--- config.mk ---
export PLATFORM = sky130hd
export DESIGN_NAME = keyed_slot_id_allocator_top
export DESIGN_NICKNAME = d
export VERILOG_FILES = /design/src/hdl/kssa_pkg.sv /design/src/hdl/kssa_slot_mem.sv /design/src/hdl/kssa_scan_ctrl.sv /design/src/hdl/keyed_slot_id_allocator_top.sv
export SDC_FILE = /design/constraint.sdc
export NUM_CORES = 2
export LEC_CHECK = 0
export ABC_CLOCK_PERIOD_IN_PS = 7400
export BUFFER_PORTS_ARGS = -buffer_cell sky130_fd_sc_hd__buf_4
export CORE_ASPECT_RATIO = 0.7
export CORE_MARGIN = 5
export CORE_UTILIZATION = 55
export CTS_CLUSTER_DIAMETER = 150
export DETAILED_ROUTE_END_ITERATION = 8
export PLACE_DENSITY = 0.75
export SYNTH_ARGS = -nofsm -noshare
export SYNTH_HDL_FRONTEND = slang
export SYNTH_HIERARCHICAL = 1
export SYNTH_MEMORY_MAX_BITS = 65536
export SYNTH_SLANG_ARGS = --single-unit
--- constraint.sdc ---
create_clock -name clk_i -period 7.4 [get_ports clk_i]
set_clock_uncertainty 0.2 [all_clocks]
set_input_delay 1.48 -clock clk_i [delete_from_list [all_inputs] [get_ports clk_i]]
set_output_delay 1.48 -clock clk_i [all_outputs]
set_load 0.05 [all_outputs]
--- src/hdl/kssa_pkg.sv ---
// Shared types and constants of the keyed slot allocator.
package kssa_pkg;

  // Fixed field widths of the streaming and configuration ports.
  localparam int unsigned NATIVE_KEY_W = 64;
  localparam int unsigned LIMIT_W      = 7;
  localparam int unsigned SLOT_NUM_W   = 6;
  localparam int unsigned OUTCOME_W    = 3;

  // Defaults of the top-level parameters.
  localparam int unsigned DEF_SLOT_COUNT = 64;
  localparam int unsigned DEF_KEY_BITS   = 64;

  // Request kinds carried in the input tuser bit.
  typedef enum logic {
    ACT_ADD    = 1'b0,
    ACT_REMOVE = 1'b1
  } action_e;

  // Result kinds carried in the output tuser bits.
  typedef enum logic [OUTCOME_W-1:0] {
    OUT_PRESENT  = 3'd0,
    OUT_ASSIGNED = 3'd1,
    OUT_FULL     = 3'd2,
    OUT_FREED    = 3'd3,
    OUT_ABSENT   = 3'd4
  } outcome_e;

  // One finished result handed from the scan controller to the output stage.
  typedef struct packed {
    logic [SLOT_NUM_W-1:0] slot_number;
    outcome_e              outcome;
  } result_t;

endpackage

--- src/hdl/kssa_slot_mem.sv ---
// Slot table memory: one write port and one registered read port.
module kssa_slot_mem #(
  parameter int unsigned DEPTH = kssa_pkg::DEF_SLOT_COUNT,
  parameter int unsigned WIDTH = kssa_pkg::DEF_KEY_BITS + 1
) (
  input  logic                                    clk_i,
  input  logic                                    rd_en_i,
  input  logic [(DEPTH > 1 ? $clog2(DEPTH) : 1)-1:0] rd_addr_i,
  output logic [WIDTH-1:0]                        rd_data_o,
  input  logic                                    wr_en_i,
  input  logic [(DEPTH > 1 ? $clog2(DEPTH) : 1)-1:0] wr_addr_i,
  input  logic [WIDTH-1:0]                        wr_data_i
);

  logic [WIDTH-1:0] mem_q [DEPTH];

  // Write port.
  always_ff @(posedge clk_i) begin
    if (wr_en_i) begin
      mem_q[wr_addr_i] <= wr_data_i;
    end
  end

  // Registered read port.
  always_ff @(posedge clk_i) begin
    if (rd_en_i) begin
      rd_data_o <= mem_q[rd_addr_i];
    end
  end

endmodule

--- src/hdl/kssa_scan_ctrl.sv ---
// Scan controller: clears the table, scans it per request and writes back.
module kssa_scan_ctrl #(
  parameter int unsigned SLOT_COUNT = kssa_pkg::DEF_SLOT_COUNT,
  parameter int unsigned KEY_BITS   = kssa_pkg::DEF_KEY_BITS,
  localparam int unsigned IDX_W     = (SLOT_COUNT > 1) ? $clog2(SLOT_COUNT) : 1
) (
  input  logic                          clk_i,
  input  logic                          rst_ni,
  // Request side.
  input  logic                          req_valid_i,
  output logic                          req_ready_o,
  input  logic                          req_action_i,
  input  logic [KEY_BITS-1:0]           req_key_i,
  input  logic [kssa_pkg::LIMIT_W-1:0]  limit_i,
  // Result side.
  input  logic                          res_free_i,
  output logic                          res_valid_o,
  output kssa_pkg::result_t             res_o,
  // Memory ports.
  output logic                          rd_en_o,
  output logic [IDX_W-1:0]              rd_addr_o,
  input  logic [KEY_BITS:0]             rd_data_i,
  output logic                          wr_en_o,
  output logic [IDX_W-1:0]              wr_addr_o,
  output logic [KEY_BITS:0]             wr_data_o
);

  import kssa_pkg::*;

  localparam int unsigned CW = (IDX_W + 1 > LIMIT_W) ? IDX_W + 1 : LIMIT_W;
  localparam logic [IDX_W-1:0] LAST_IDX = IDX_W'(SLOT_COUNT - 1);

  typedef enum logic [2:0] {
    ST_CLEAR,
    ST_IDLE,
    ST_SCAN,
    ST_DRAIN,
    ST_FINISH
  } state_e;

  state_e              state_q;
  logic [IDX_W-1:0]    cnt_q;
  logic                action_q;
  logic [KEY_BITS-1:0] key_q;
  logic                cmp_valid_q;
  logic [IDX_W-1:0]    cmp_idx_q;
  logic                hit_found_q;
  logic [IDX_W-1:0]    hit_idx_q;
  logic                free_found_q;
  logic [IDX_W-1:0]    free_idx_q;

  logic                entry_occ;
  logic                entry_hit;
  logic                entry_free;
  logic                req_fire;
  logic                finish_fire;
  logic [IDX_W+5:0]    hit_ext;
  logic [IDX_W+5:0]    free_ext;
  result_t             result;
  logic                do_write;
  logic [IDX_W-1:0]    target_idx;
  logic                target_occ;

  // Evaluation of the entry returned by the memory in this cycle.
  assign entry_occ  = rd_data_i[KEY_BITS];
  assign entry_hit  = cmp_valid_q && entry_occ && (rd_data_i[KEY_BITS-1:0] == key_q);
  assign entry_free = cmp_valid_q && !entry_occ && (CW'(cmp_idx_q) < CW'(limit_i));

  assign req_ready_o = (state_q == ST_IDLE);
  assign req_fire    = req_valid_i && req_ready_o;
  assign finish_fire = (state_q == ST_FINISH) && res_free_i;

  // Slot numbers are reported modulo 64.
  assign hit_ext  = (IDX_W + 6)'(hit_idx_q);
  assign free_ext = (IDX_W + 6)'(free_idx_q);

  // Decision taken once the whole table has been seen.
  always_comb begin
    result.slot_number = '0;
    result.outcome     = OUT_FULL;
    do_write           = 1'b0;
    target_idx         = hit_idx_q;
    target_occ         = 1'b0;
    if (action_q == ACT_ADD) begin
      if (hit_found_q) begin
        result.slot_number = hit_ext[5:0];
        result.outcome     = OUT_PRESENT;
      end else if (free_found_q) begin
        result.slot_number = free_ext[5:0];
        result.outcome     = OUT_ASSIGNED;
        do_write           = 1'b1;
        target_idx         = free_idx_q;
        target_occ         = 1'b1;
      end
    end else begin
      if (hit_found_q) begin
        result.slot_number = hit_ext[5:0];
        result.outcome     = OUT_FREED;
        do_write           = 1'b1;
      end else begin
        result.outcome = OUT_ABSENT;
      end
    end
  end

  // Memory access: clearing pass, scan reads and the final write-back.
  always_comb begin
    rd_en_o   = (state_q == ST_SCAN);
    rd_addr_o = cnt_q;
    wr_en_o   = 1'b0;
    wr_addr_o = cnt_q;
    wr_data_o = '0;
    if (state_q == ST_CLEAR) begin
      wr_en_o = 1'b1;
    end else if (finish_fire && do_write) begin
      wr_en_o   = 1'b1;
      wr_addr_o = target_idx;
      wr_data_o = {target_occ, key_q};
    end
  end

  assign res_valid_o = finish_fire;
  assign res_o       = result;

  // Sequencer state and scan bookkeeping.
  always_ff @(posedge clk_i or negedge rst_ni) begin
    if (!rst_ni) begin
      state_q      <= ST_CLEAR;
      cnt_q        <= '0;
      action_q     <= 1'b0;
      key_q        <= '0;
      cmp_valid_q  <= 1'b0;
      cmp_idx_q    <= '0;
      hit_found_q  <= 1'b0;
      hit_idx_q    <= '0;
      free_found_q <= 1'b0;
      free_idx_q   <= '0;
    end else begin
      // A read issued now returns its entry in the next cycle.
      cmp_valid_q <= rd_en_o;
      cmp_idx_q   <= cnt_q;

      // Keep the lowest matching slot and the lowest usable free slot.
      if (entry_hit && !hit_found_q) begin
        hit_found_q <= 1'b1;
        hit_idx_q   <= cmp_idx_q;
      end
      if (entry_free && !free_found_q) begin
        free_found_q <= 1'b1;
        free_idx_q   <= cmp_idx_q;
      end

      case (state_q)
        ST_CLEAR: begin
          if (cnt_q == LAST_IDX) begin
            cnt_q   <= '0;
            state_q <= ST_IDLE;
          end else begin
            cnt_q <= cnt_q + 1'b1;
          end
        end
        ST_IDLE: begin
          if (req_fire) begin
            action_q     <= req_action_i;
            key_q        <= req_key_i;
            hit_found_q  <= 1'b0;
            free_found_q <= 1'b0;
            cnt_q        <= '0;
            state_q      <= ST_SCAN;
          end
        end
        ST_SCAN: begin
          if (cnt_q == LAST_IDX) begin
            cnt_q   <= '0;
            state_q <= ST_DRAIN;
          end else begin
            cnt_q <= cnt_q + 1'b1;
          end
        end
        ST_DRAIN: begin
          state_q <= ST_FINISH;
        end
        ST_FINISH: begin
          if (res_free_i) begin
            state_q <= ST_IDLE;
          end
        end
        default: begin
          state_q <= ST_IDLE;
        end
      endcase
    end
  end

`ifndef ASSERT_OFF
  // An accepted request always starts a scan in the next cycle.
  a_fire_starts_scan: assert property (@(posedge clk_i) disable iff (!rst_ni)
    req_fire |=> (state_q == ST_SCAN))
    else $error("request accepted but no scan started");

  // The table is never written while it is being scanned.
  a_no_write_in_scan: assert property (@(posedge clk_i) disable iff (!rst_ni)
    (state_q == ST_SCAN || state_q == ST_DRAIN) |-> !wr_en_o)
    else $error("table written during a scan");

  // No read response is pending while the controller waits for a request.
  a_idle_quiet: assert property (@(posedge clk_i) disable iff (!rst_ni)
    (state_q == ST_IDLE) |-> !cmp_valid_q)
    else $error("stray read response while idle");

  // A new assignment needs a free slot below the limit and writes the table.
  a_assign_writes: assert property (@(posedge clk_i) disable iff (!rst_ni)
    (res_valid_o && res_o.outcome == OUT_ASSIGNED) |-> (free_found_q && wr_en_o))
    else $error("assignment without a free slot or write-back");
`endif

endmodule

--- src/hdl/keyed_slot_id_allocator_top.sv ---
// Top level of the keyed slot allocator: ports, limit register and output stage.
//
// The block maps wide keys to slot numbers. Each request scans the whole slot
// table through one memory read port, one slot per cycle, then passes through
// a drain state and a finish state before its result leaves the controller; a
// new request is taken in the cycle after the result has left the controller,
// even while that result still waits in the output register.
// After reset the table is cleared one slot per cycle, and the input stays not
// ready until the clearing pass is done; limit writes are taken at any time.
module keyed_slot_id_allocator_top #(
  parameter int unsigned SLOT_COUNT = kssa_pkg::DEF_SLOT_COUNT,
  parameter int unsigned KEY_BITS   = kssa_pkg::DEF_KEY_BITS
) (
  input  logic                             clk_i,
  input  logic                             rst_ni,
  // Configuration: active slot limit.
  input  logic                             cfg_we_i,
  input  logic [kssa_pkg::LIMIT_W-1:0]     cfg_wdata_i,
  // Request stream.
  input  logic                             s_axis_tvalid,
  output logic                             s_axis_tready,
  input  logic [kssa_pkg::NATIVE_KEY_W-1:0] s_axis_tdata,  // [63:0] native_key
  input  logic                             s_axis_tuser,  // [0] action
  // Result stream.
  output logic                             m_axis_tvalid,
  input  logic                             m_axis_tready,
  output logic [7:0]                       m_axis_tdata,  // [5:0] slot_number, [7:6] zero
  output logic [kssa_pkg::OUTCOME_W-1:0]   m_axis_tuser   // [2:0] outcome
);

  import kssa_pkg::*;

  localparam int unsigned IDX_W = (SLOT_COUNT > 1) ? $clog2(SLOT_COUNT) : 1;

  logic [LIMIT_W-1:0]  limit_q;
  logic                out_valid_q;
  result_t             out_res_q;
  logic                res_free;
  logic                res_valid;
  result_t             res;
  logic                rd_en;
  logic [IDX_W-1:0]    rd_addr;
  logic [KEY_BITS:0]   rd_data;
  logic                wr_en;
  logic [IDX_W-1:0]    wr_addr;
  logic [KEY_BITS:0]   wr_data;

  // Active slot limit register.
  always_ff @(posedge clk_i or negedge rst_ni) begin
    if (!rst_ni) begin
      limit_q <= '0;
    end else if (cfg_we_i) begin
      limit_q <= cfg_wdata_i;
    end
  end

  // Output register holds a finished transaction until the sink takes it.
  assign res_free = !out_valid_q || m_axis_tready;

  always_ff @(posedge clk_i or negedge rst_ni) begin
    if (!rst_ni) begin
      out_valid_q <= 1'b0;
    end else if (res_free) begin
      out_valid_q <= res_valid;
    end
  end

  always_ff @(posedge clk_i) begin
    if (res_free && res_valid) begin
      out_res_q <= res;
    end
  end

  assign m_axis_tvalid = out_valid_q;
  assign m_axis_tdata  = {2'b00, out_res_q.slot_number};
  assign m_axis_tuser  = out_res_q.outcome;

  kssa_scan_ctrl #(
    .SLOT_COUNT (SLOT_COUNT),
    .KEY_BITS   (KEY_BITS)
  ) u_ctrl (
    .clk_i        (clk_i),
    .rst_ni       (rst_ni),
    .req_valid_i  (s_axis_tvalid),
    .req_ready_o  (s_axis_tready),
    .req_action_i (s_axis_tuser),
    .req_key_i    (s_axis_tdata[KEY_BITS-1:0]),
    .limit_i      (limit_q),
    .res_free_i   (res_free),
    .res_valid_o  (res_valid),
    .res_o        (res),
    .rd_en_o      (rd_en),
    .rd_addr_o    (rd_addr),
    .rd_data_i    (rd_data),
    .wr_en_o      (wr_en),
    .wr_addr_o    (wr_addr),
    .wr_data_o    (wr_data)
  );

  kssa_slot_mem #(
    .DEPTH (SLOT_COUNT),
    .WIDTH (KEY_BITS + 1)
  ) u_mem (
    .clk_i     (clk_i),
    .rd_en_i   (rd_en),
    .rd_addr_i (rd_addr),
    .rd_data_o (rd_data),
    .wr_en_i   (wr_en),
    .wr_addr_i (wr_addr),
    .wr_data_i (wr_data)
  );

endmodule
==> results.txt <==
- After detailed routing, the average wire length per cell comes to 39.00 um.
* Final cycle utilization of the critical path: 82.01%
- TritonCTS built the clock tree.
* Layout Cell Area excl Fill: 0.1843 mm2
- Setup repair after global routing missed its margin: false
* Pin count of the biggest net entering global routing: 119
- Count of buffers added by post-CTS timing repair for setup: 0
* GP Congestion: 0.9512
- After synthesis, the cell types taking the most area are edfxtp_1 (77%), mux4_2 (14%), dfrtp_1 (1.6%).
- Initial standard-cell utilization of the core: 55.15%
* Post-synthesis cell type with the largest combined area: edfxtp_1
- The net count of the finished layout is 7550.
- Die Y: 467.9 um
* Detail-routed via count per cell: 7.005
- The tool flagged a number of max-cap violations equal to 0.
- Clock-pin slew of the registers on the worst-case setup and hold paths: 70 ps
- Detailed Routing Iterations Pass 1: 6
* Source-to-sink clock delay at the later pin of the worst-skew pair: 950 ps
* Leading post-synthesis cells by instance count: edfxtp_1 (4234), mux4_2 (1040), a22oi_1 (260)
* Wire length of the first global-routing pass: 641900 um
- Once detailed placement completed, the half-perimeter wirelength came to 258700 um.
- The analysis attributes to cell leakage a power of 58.33 nW.
- The worst-case IR drop observed on VDD is 0.0004122 V.
- For this block, the initial DRC count from the detailed router was 14664.
* Clock root cell: clkbuf_16
- Layout cell share with drive strength beyond 1: 28.03%
- Worst path required time: 7810 ps
- The die covers 0.3107 mm2.
* Maximum net fanout on the critical path: 16
* Most frequently used cell type in the post-synthesis netlist: edfxtp_1
* Global Route Usage Sum: 29.59%
- DRT antenna net count: 0
- In this run, synthesis produced a sequential element count of 4337.
* Total wirelength of the detailed-routed design: 459500 um
* Total number of placement rows: 168
* Chip Width: 664.1 um
- Synth unique cells: 52
- The clock drives 4337 sinks.
- Cell count after synthesis: 7111
- Synth Flop Type: edfxtp_1
- Cell Pwr Density: 355.5 mW/mm2
- At the end of the flow the core is filled with cells to 61.70%.
* Max-slew headroom: 5.397%
* Post-synth top area share: 77.19%
* Number of levels the H-tree was split into: 5
* Synthesis warning total: 6
- Top achievable clock speed: 164.8 MHz
- For this block, the via count after detailed routing is 82529.
* Number of endpoints failing setup at the final stage: 0
* Max-slew violations: 0
* Clock period minus final worst setup slack: 6069 ps
- After synthesis the cells add up to 0.1647 mm2.
- Dpl cell area: 0.1717 mm2
- The worst hold path belongs to the class flip-flop to flip-flop.
- The setup path with the least slack is of type flip-flop to flip-flop.
- Launching element type of the critical path: flip-flop
- The initial antenna violation count is 26.
- CORE AREA: 0.2987 mm2
* Type of element capturing the critical path: flip-flop
- DRC violation count after routing: 0
- Count of flip-flops with a built-in enable after synthesis: 4234
- The number of hold buffers added after CTS was 0.
- Quantity of gates resized following cts: 0
- CTS buffer count: 390
- Data on the critical path arrives at its endpoint at 6480 ps.
* Number of global-route vias before repair: 81585
* Hold violation count in the final report: 0
- Run status: complete, no violations
* Register area share after synthesis: 78.75%
- Input/output buffers: 87
- Gr ovfl total: 0
* FFs w/ async S/R, synth: 2.375%
- Actual slew at the worst max-slew pin: 1409 ps
* Setup tns final: 0 ps
- Post-Synthesis Mean Instance Area: 23.16 um2
* Buffer levels on the longest clock path: 4
* Signed area change from the synthesized netlist to the final layout: 11.88%
- Overall power consumption after layout is estimated at 65.52 mW.
* Top Ports: 90
## power by group
part,internal [mW],switching (mW)
logic,6.50,9.73
registers,28.1,0.952
clock network,11.2,8.97
## through the flow
step,hold WS [ps],setup WS [ps],std cells
global route,335.1,1098,11776
finish,330.9,1332,11782
detailed placement,311.7,1206,11070
CTS,331.3,1512,11776
global placement,309.3,1184,11070
floorplan,230.4,817.8,7112
## registers in the layout (all words and copies together), names as in the netlist
| signal | count |
|---|---|
| limit_q | 7 |
| m_axis_tdata | 6 |
| m_axis_tuser | 3 |
| m_axis_tvalid | 1 |
| u_ctrl/action_q | 1 |
| u_ctrl/cmp_idx_q | 6 |
| u_ctrl/cmp_valid_q | 1 |
| u_ctrl/free_found_q | 1 |
| u_ctrl/free_idx_q | 6 |
| u_ctrl/hit_found_q | 1 |
| u_ctrl/hit_idx_q | 6 |
| u_ctrl/key_q | 64 |
| u_ctrl/rd_addr_o | 6 |
| u_ctrl/state_q | 3 |
| u_mem/mem_q | 4160 |
| u_mem/rd_data_o | 65 |
## worst paths after layout
path                            cells past startpoint                         start                         endpoint  slack [ps]
max in group asynchronous                           2                        rst_ni  u_ctrl/rd_addr_o[4]$_DFFE_PN0P_        5340
worst min-delay path                                1        limit_q[4]$_DFFE_PN0P_           limit_q[4]$_DFFE_PN0P_         330
worst min register to register                      1        limit_q[4]$_DFFE_PN0P_           limit_q[4]$_DFFE_PN0P_         330
worst max-delay path                                9  u_ctrl/hit_found_q$_DFF_PN0_    u_mem/mem_q[38][14]$_DFFE_PP_        1330
worst max register to register                      9  u_ctrl/hit_found_q$_DFF_PN0_    u_mem/mem_q[38][14]$_DFFE_PP_        1330
min in group asynchronous                           1                        rst_ni     u_ctrl/key_q[24]$_DFFE_PN0P_         360
## kinds of logic after synthesis
group | count (synthesis) | synth area share, %
AOI/OAI and AO/OA | 623 | 2.852
muxes | 1227 | 15.43
xor gates and xnor gates | 46 | 0.2446
DFF | 4337 | 78.75
other | 1 | 0.002277
and+or+nand+nor | 440 | 1.375
buffers and inverters | 431 | 1.296
adders and majority gates | 6 | 0.04558
## worst max-delay path, stage by stage (launching register included)
cell	delay, ps
dfrtp_1	550
nor3b_2	850
a21oi_2	40
buf_4	270
nor2_1	600
nor2_1	80
a21oi_1	780
nand3_1	860
nor2_4	1110
buf_4	380
## layout by cell type, fill, tap and decap left out, drive strengths merged, types with 52 or more instances in the layout
cell type,count
a211oi,65
mux2,78
dfrtp,103
a22oi,260
nand3,119
clkbuf,464
clkinv,164
nor2,133
o22ai,136
o211a,65
and3,52
buf,368
mux4,1040
edfxtp,4234
mux2i,109
## routing by layer
metal,vias to the layer above,global-route usage [%],share of wire (%)
li1,31247,-,-
met4,16,13.46,5.6
met1,43004,41.60,35
met3,1055,9.418,16
met5,-,0,0.025
met2,7207,43.04,44
## cell type report
class,instances,area [um2]
Sequential cell,4337,129700
Fill cell,19282,114400
Multi-Input combinational cell,2344,33530
Clock buffer,464,10280
Tap cell,3995,4999
Timing Repair Buffer,368,3329
Clock inverter,242,2310
Inverter,26,97.59
Antenna cell,6,15.01
Note: power is estimated with default switching activity, not from simulation.
